<file path="config.mk">
export PLATFORM = sky130hd
export DESIGN_NAME = seven_segment_number_display_core
export DESIGN_NICKNAME = d
export VERILOG_FILES = /design/src/sv/ssd_pkg.sv /design/src/sv/ssd_bcd.sv /design/src/sv/ssd_store.sv /design/src/sv/seven_segment_number_display_core.sv
export SDC_FILE = /design/constraint.sdc
export NUM_CORES = 1
export LEC_CHECK = 0
export BUFFER_PORTS_ARGS = -buffer_cell sky130_fd_sc_hd__buf_2
export CORE_MARGIN = 3
export CORE_UTILIZATION = 65
export DETAILED_ROUTE_END_ITERATION = 8
export PLACE_DENSITY = 0.91
export SETUP_SLACK_MARGIN = 0.4
export SYNTH_ARGS = -nofsm -noshare
export SYNTH_HDL_FRONTEND = slang
export SYNTH_SLANG_ARGS = --single-unit
export TNS_END_PERCENT = 50
</file>
<file path="constraint.sdc">
create_clock -name clk -period 32.6 [get_ports clk]
set_input_delay 3.26 -clock clk [delete_from_list [all_inputs] [get_ports clk]]
set_output_delay 3.26 -clock clk [all_outputs]
set_load 0.01 [all_outputs]
</file>
<file path="src/sv/ssd_pkg.sv">
// ----------------------------------------------------------------------------
// Seven-segment display package
// Shared item kinds, pattern constants, types and lookup functions.
// ----------------------------------------------------------------------------
package ssd_pkg;

	localparam int DigitCount = 3;
	localparam int ValueWidth = 11;
	localparam int PatWidth   = 8;
	localparam int SegWidth   = 7;
	localparam int MagWidth   = 10;

	localparam logic [1:0] MODE_SHOW = 2'd0;
	localparam logic [1:0] MODE_LOAD = 2'd1;
	localparam logic [1:0] MODE_SCAN = 2'd2;

	localparam logic [PatWidth-1:0] PAT_MINUS = 8'd2;
	localparam logic [PatWidth-1:0] PAT_BLANK = 8'd0;
	localparam logic [MagWidth-1:0] MAG_LIMIT = 10'd999;

	typedef logic [PatWidth-1:0] pattern_t;

	typedef struct packed {
		logic [1:0]               mode;
		pattern_t [DigitCount-1:0] patterns;
		logic [1:0]               scan_digit;
	} op_t;

	typedef struct packed {
		logic [2:0]          enable_n;
		logic [SegWidth-1:0] segments;
	} drive_t;

	function automatic pattern_t digit_pattern(input logic [3:0] d);
		pattern_t p;
		unique case (d)
			4'd0: p = 8'd252;
			4'd1: p = 8'd160;
			4'd2: p = 8'd62;
			4'd3: p = 8'd186;
			4'd4: p = 8'd226;
			4'd5: p = 8'd218;
			4'd6: p = 8'd222;
			4'd7: p = 8'd176;
			4'd8: p = 8'd254;
			4'd9: p = 8'd250;
			default: p = 8'd252;
		endcase
		return p;
	endfunction

	function automatic logic [SegWidth-1:0] pattern_to_segments(input pattern_t p);
		return {p[1], p[6], p[2], p[3], p[7], p[5], p[4]};
	endfunction

endpackage

</file>
<file path="src/sv/ssd_bcd.sv">
// ----------------------------------------------------------------------------
// Number to pattern converter
// Splits a signed value into three decimal digits, blanks leading zeros and
// forms the pattern bytes for a show item.
// ----------------------------------------------------------------------------
module ssd_bcd (
	input  logic [ssd_pkg::ValueWidth-1:0]                   value,
	output ssd_pkg::pattern_t [ssd_pkg::DigitCount-1:0]      patterns
);

	logic                            negative;
	logic [ssd_pkg::ValueWidth-1:0]  abs_value;
	logic [ssd_pkg::MagWidth-1:0]    mag;
	logic [15:0]                     hund_prod;
	logic [3:0]                      hund;
	logic [6:0]                      rem;
	logic [14:0]                     tens_prod;
	logic [3:0]                      tens;
	logic [3:0]                      units;

	always_comb begin
		negative  = value[ssd_pkg::ValueWidth-1];
		abs_value = negative ? (~value + 11'd1) : value;
		if (abs_value > {1'b0, ssd_pkg::MAG_LIMIT}) begin
			mag = ssd_pkg::MAG_LIMIT;
		end else begin
			mag = abs_value[ssd_pkg::MagWidth-1:0];
		end
		hund_prod = {6'd0, mag} * 16'd41;
		hund      = hund_prod[15:12];
		rem       = 7'(mag - (10'(hund) * 10'd100));
		tens_prod = {8'd0, rem} * 15'd205;
		tens      = tens_prod[14:11];
		units     = 4'(rem - (7'(tens) * 7'd10));

		patterns[0] = ssd_pkg::digit_pattern(hund);
		patterns[1] = ssd_pkg::digit_pattern(tens);
		patterns[2] = ssd_pkg::digit_pattern(units);
		if (hund == 4'd0) begin
			patterns[0] = ssd_pkg::PAT_BLANK;
			if (tens == 4'd0) begin
				patterns[1] = ssd_pkg::PAT_BLANK;
			end
		end
		if (negative) begin
			patterns[0] = ssd_pkg::PAT_MINUS;
		end
	end

endmodule

</file>
<file path="src/sv/ssd_store.sv">
// ----------------------------------------------------------------------------
// Pattern store and pin drives
// Holds the three digit patterns and the segment and enable drives, and
// applies one decoded item per transfer.
// ----------------------------------------------------------------------------
module ssd_store (
	input  logic            clk,
	input  logic            arst_n,
	input  logic            fire,
	input  ssd_pkg::op_t    op,
	input  logic            oled_mode,
	output ssd_pkg::drive_t drive_next
);

	ssd_pkg::pattern_t [ssd_pkg::DigitCount-1:0] pattern_q;
	ssd_pkg::drive_t                             drive_q;
	logic [1:0]                                  sel;

	always_comb begin
		drive_next = drive_q;
		sel        = op.scan_digit - 2'd1;
		if (op.mode == ssd_pkg::MODE_SCAN && !oled_mode) begin
			if (op.scan_digit == 2'd0) begin
				drive_next.segments = '0;
				drive_next.enable_n = 3'b111;
			end else begin
				drive_next.segments = ssd_pkg::pattern_to_segments(pattern_q[sel]);
				drive_next.enable_n = ~(3'b001 << sel);
			end
		end
	end

	always_ff @(posedge clk or negedge arst_n) begin
		if (!arst_n) begin
			pattern_q        <= '0;
			drive_q.segments <= '0;
			drive_q.enable_n <= 3'b111;
		end else if (fire) begin
			drive_q <= drive_next;
			if (op.mode == ssd_pkg::MODE_SHOW || op.mode == ssd_pkg::MODE_LOAD) begin
				pattern_q <= op.patterns;
			end
		end
	end

endmodule

</file>
<file path="src/sv/seven_segment_number_display_core.sv">
// ----------------------------------------------------------------------------
// Seven-segment number display core
// Three-digit multiplexed display driver with integer, raw load and scan items.
// ----------------------------------------------------------------------------
// The core takes one item in every clock cycle unless back-pressure stalls it
// and returns exactly one result per item. Each item passes an input register,
// a register after the decimal conversion, and the result register that feeds
// the output stream. Each pipeline stage stalls only when the stage after it is
// full, so a waiting result does not hold off new items until the pipeline
// fills. The result is the pair of pin drives after the item has been applied.
module seven_segment_number_display_core (
	input  logic        clk,
	input  logic        arst_n,
	input  logic        s_axis_tvalid,
	output logic        s_axis_tready,
	// value[10:0], raw_left[18:11], raw_middle[26:19], raw_right[34:27],
	// scan_digit[36:35], zero fill above.
	input  logic [39:0] s_axis_tdata,
	// mode[1:0].
	input  logic [1:0]  s_axis_tuser,
	output logic        m_axis_tvalid,
	input  logic        m_axis_tready,
	// segments[6:0], digit_enable_n[9:7], zero fill above.
	output logic [15:0] m_axis_tdata,
	input  logic        cfg_valid,
	output logic        cfg_ready,
	input  logic        cfg_data
);

	logic                                        valid_s1;
	logic [1:0]                                  mode_s1;
	logic [ssd_pkg::ValueWidth-1:0]              value_s1;
	ssd_pkg::pattern_t [ssd_pkg::DigitCount-1:0] raw_s1;
	logic [1:0]                                  scan_digit_s1;
	ssd_pkg::pattern_t [ssd_pkg::DigitCount-1:0] conv_patterns;
	logic                                        valid_s2;
	ssd_pkg::op_t                                op_s2;
	ssd_pkg::drive_t                             drive_next;
	ssd_pkg::drive_t                             result_q;
	logic                                        out_valid_q;
	logic                                        oled_mode_q;
	logic                                        out_load;
	logic                                        s2_load;
	logic                                        s1_load;
	logic                                        fire;

	assign out_load      = !out_valid_q || m_axis_tready;
	assign s2_load       = !valid_s2 || out_load;
	assign s1_load       = !valid_s1 || s2_load;
	assign s_axis_tready = s1_load;
	assign fire          = valid_s2 && out_load;
	assign cfg_ready     = 1'b1;

	always_ff @(posedge clk or negedge arst_n) begin
		if (!arst_n) begin
			oled_mode_q <= 1'b0;
		end else if (cfg_valid) begin
			oled_mode_q <= cfg_data;
		end
	end

	always_ff @(posedge clk or negedge arst_n) begin
		if (!arst_n) begin
			valid_s1 <= 1'b0;
		end else if (s1_load) begin
			valid_s1 <= s_axis_tvalid;
		end
	end

	always_ff @(posedge clk) begin
		if (s1_load && s_axis_tvalid) begin
			mode_s1       <= s_axis_tuser;
			value_s1      <= s_axis_tdata[10:0];
			raw_s1[0]     <= s_axis_tdata[18:11];
			raw_s1[1]     <= s_axis_tdata[26:19];
			raw_s1[2]     <= s_axis_tdata[34:27];
			scan_digit_s1 <= s_axis_tdata[36:35];
		end
	end

	ssd_bcd u_bcd (
		.value    (value_s1),
		.patterns (conv_patterns)
	);

	always_ff @(posedge clk or negedge arst_n) begin
		if (!arst_n) begin
			valid_s2 <= 1'b0;
		end else if (s2_load) begin
			valid_s2 <= valid_s1;
		end
	end

	always_ff @(posedge clk) begin
		if (s2_load && valid_s1) begin
			op_s2.mode       <= mode_s1;
			op_s2.scan_digit <= scan_digit_s1;
			op_s2.patterns   <= (mode_s1 == ssd_pkg::MODE_SHOW) ? conv_patterns : raw_s1;
		end
	end

	ssd_store u_store (
		.clk        (clk),
		.arst_n     (arst_n),
		.fire       (fire),
		.op         (op_s2),
		.oled_mode  (oled_mode_q),
		.drive_next (drive_next)
	);

	always_ff @(posedge clk or negedge arst_n) begin
		if (!arst_n) begin
			out_valid_q <= 1'b0;
		end else if (out_load) begin
			out_valid_q <= valid_s2;
		end
	end

	always_ff @(posedge clk) begin
		if (fire) begin
			result_q <= drive_next;
		end
	end

	assign m_axis_tvalid = out_valid_q;
	assign m_axis_tdata  = {6'd0, result_q.enable_n, result_q.segments};

endmodule

</file>
==> summary.md <==
| Metric | Value |
|---|---|
| Design Area, Final | `7620 um^2` |
| Total wire length after detailed routing | `approximately 14 mm` |
| Core area | `between 10000 and 15000 um^2` |
| First-pass GRT wire length | `24.0 mm` |
| Post-DP HPWL | `roughly 11 mm` |
| Die ar. | `about 12000 um^2` |
| Slowest stage cell, crit path | `or4_4` |
| Pins Over Slew Limit | `0` |
| Routability congestion estimate from global placement | `around 0.95` |
| Number of enable flip-flop cells after synthesis | `71` |
| Synth warn | `0` |
| Fin crit share | `0.379` |
| DRC violations left | `0` |
| IO Port Bufs | `53` |
| Final setup TNS | `0 ns` |
| Crit path DAT | `roughly 12 ns` |
| Nets@finish | `between 800 and 900` |
| Fillers | `a little over 700` |
| Largest net degree at the start of global routing | `37` |
| Startpoint Class | `register` |
| Crit Path Max Fanout | `9` |
| Share of post-route cells with drive strength above 1 | `0.193` |
| CTS root buf | `clkbuf_8` |
| Initial Util | `0.677` |
| Die Ht | `110 um` |
| Post-CTS Setup Repair Bufs | `0` |
| Most used DFF post-synth | `edfxtp_1` |
| DRT antenna net count | `0` |
| Crit path top cell by count | `ha_1` |
| DR iter-0 viols | `334` |
| Seq cells post-synth | `between 100 and 150` |
| Fmax achieved | `approximately 0.08 GHz` |
| RSZ-0062 raised after global routing | `no` |
| Async set-or-reset flop fraction in the synthesized netlist | `0.330` |
| Clock H-tree levels | `3` |
| Clock transition at path regs | `around 0.11 ns` |
| Post-synthesis cell type count | `a little under 80` |
| Most frequent cells in the layout | `ha_1, edfxtp_1, nand2_1` |
| IO Pins | `67` |
| Area Overhead vs Synth | `7.47%` |
| MaxCap Viol Count | `0` |
| R2R setup slack | `just over 20 ns` |
| Via Count | `4827` |
| Worst Tran Pin Value | `roughly 1.1 ns` |
| Detailed-router iteration count before antenna repair | `5` |
| Total track usage | `0.242` |
| Worst min path class | `reg2reg` |
| Worst-Skew Late Latency | `around 0.40 ns` |
| Vias/cell | `roughly 6` |
| Hold_sp | `scan_digit_s1[1]$_DFFE_PP_` |
| Layout Skew | `between 0.01 and 0.015 ns` |
| Worst path required time | `between 30 and 40 ns` |
| Max clock buf depth | `2` |
| CP Launch Point | `value_s1[3]$_DFFE_PP_` |
| Register area share after synthesis | `0.425` |
| Hold Worst Slack | `about 0.44 ns` |
| Worst rel slew slack | `0.258` |
| Row count | `37` |
| CP Capture Type | `register` |
| Syn Inst Count | `~620` |
| Vias in the first global route | `between 5000 and 6000` |
| Antenna violations before repair | `0` |
| Post-Syn Area | `slightly above 7000 um^2` |
| R2r startpoint | `value_s1[3]$_DFFE_PP_` |
| Final setup fails | `0` |
| Commonest non-fill, non-tap cell in the layout | `ha_1` |
| Drt wl/cell | `17.4 um` |
| CP peak stage delay | `roughly 0.63 ns` |
| CTS Sinks | `roughly 110` |
| Hold Buf Count CTS | `0` |
| Placement-stage cell area | `around 7400 um^2` |
| CTS tree | `done` |
| Status | `finished clean` |
| CTS Buf Count | `9` |
| Gr ovfl total | `0` |
| Die Wd | `approximately 110 um` |
| # diodes | `0` |
| Final Critical Period | `around 12 ns` |
| CP Class | `reg2reg` |
| Count of final hold-check violations | `0` |
| Post-cts sizing count | `0` |
| Avg Cell Area, Syn | `roughly 11 um^2` |
## cells in the mapped netlist (3+ instances only)
| library cell | count | area [um^2] |
|---|---|---|
| and2_1 | 3 | 18.8 |
| nor3_1 | 7 | 35.0 |
| o31ai_1 | 6 | 45.0 |
| clkbuf_1 | 10 | 37.5 |
| buf_4 | 7 | 52.6 |
| dfrtp_1 | 32 | 801 |
| inv_1 | 65 | 244 |
| xor2_1 | 11 | 96.3 |
| a31oi_1 | 5 | 31.3 |
| edfxtp_1 | 71 | 2130 |
| dfstp_2 | 3 | 78.8 |
| xnor2_1 | 17 | 149 |
| nand3_1 | 8 | 40.0 |
| nand2b_1 | 9 | 56.3 |
| o21ai_1 | 7 | 35.0 |
| o31a_1 | 3 | 26.3 |
| o21ai_0 | 12 | 60.1 |
| nor2_1 | 28 | 105 |
| or2_2 | 5 | 31.3 |
| ha_1 | 93 | 1160 |
| a21oi_1 | 16 | 80.1 |
| a22o_1 | 13 | 114 |
| a31oi_4 | 3 | 63.8 |
| fa_1 | 14 | 280 |
| buf_1 | 3 | 11.3 |
| o211a_1 | 4 | 40.0 |
| mux2_2 | 32 | 360 |
| a21o_1 | 3 | 22.5 |
| nand2_1 | 68 | 255 |
## critical path: cells and delay by family, from the launching register on
kind / cells / cell delay (ns)
AO/OA/AOI/OAI: 11 / 2.21
XOR/XNOR: 5 / 1.91
adder cells (fa/ha/maj): 12 / 4.28
buffers and inverters: 8 / 0.48
flip-flops: 1 / 0.55
AND/OR/NAND/NOR: 9 / 2.59
## routing by layer
metal	vias to the layer above	global-route usage	wire (um)
li1	2281	-	-
met1	2357	0.293	5610
met2	159	0.428	7420
met3	30	0.0367	677
met4	0	0.105	380
met5	-	0	0
## through the flow
step | std cells | utilization | setup WS (ns)
floorplan | 627 | - | 21.73
CTS | 809 | 0.728 | 20.38
global placement | 793 | 0.709 | 20.94
detailed placement | 793 | 0.709 | 20.43
finish | 809 | 0.728 | 20.25
global route | 809 | 0.728 | 19.59
## final timing paths
check | endpoint | cells after the start
setup / recovery | op_s2[19]$_DFFE_PP_ | 45
hold / removal | op_s2[1]$_DFFE_PP_ | 0
setup reg to reg | op_s2[19]$_DFFE_PP_ | 45
hold reg to reg | op_s2[1]$_DFFE_PP_ | 0
max in group asynchronous | u_store.drive_q[1]$_DFFE_PN0P_ | 1
min in group asynchronous | u_store.drive_q[0]$_DFFE_PN0P_ | 1
## logic make-up after synthesis
logic type	share of synthesized area
AO/OA/AOI/OAI	0.117
other	0.00106
flip-flops	0.425
XOR/XNOR	0.0494
buffers and inverters	0.0538
adder cells (fa/ha/maj)	0.205
AND/OR/NAND/NOR	0.0946
multiplexers	0.0537
## state kept, by name, indices dropped and copies added (netlist names)
| signal | flops |
|---|---|
| value_s1 | 11 |
| valid_s1 | 1 |
| u_store.pattern_q | 21 |
| scan_digit_s1 | 2 |
| u_store.drive_q | 10 |
| valid_s2 | 1 |
| op_s2 | 25 |
| mode_s1 | 2 |
| raw_s1 | 21 |
| oled_mode_q | 1 |
| m_axis_tvalid | 1 |
| m_axis_tdata | 10 |
## area by class of cell
type,count,area [um^2],share of cell area
timing repair buffer,54,273,0.0358
clock inverter,7,76.3,0.0100
sequential,106,3010,0.395
tap,136,170,0.0223
clock buffer,9,124,0.0163
inverter,66,248,0.0325
multi-input combinational,431,3710,0.488
Power is not shown: default switching activity piles up to over one toggle a cycle in this logic, so the estimate is an artifact.
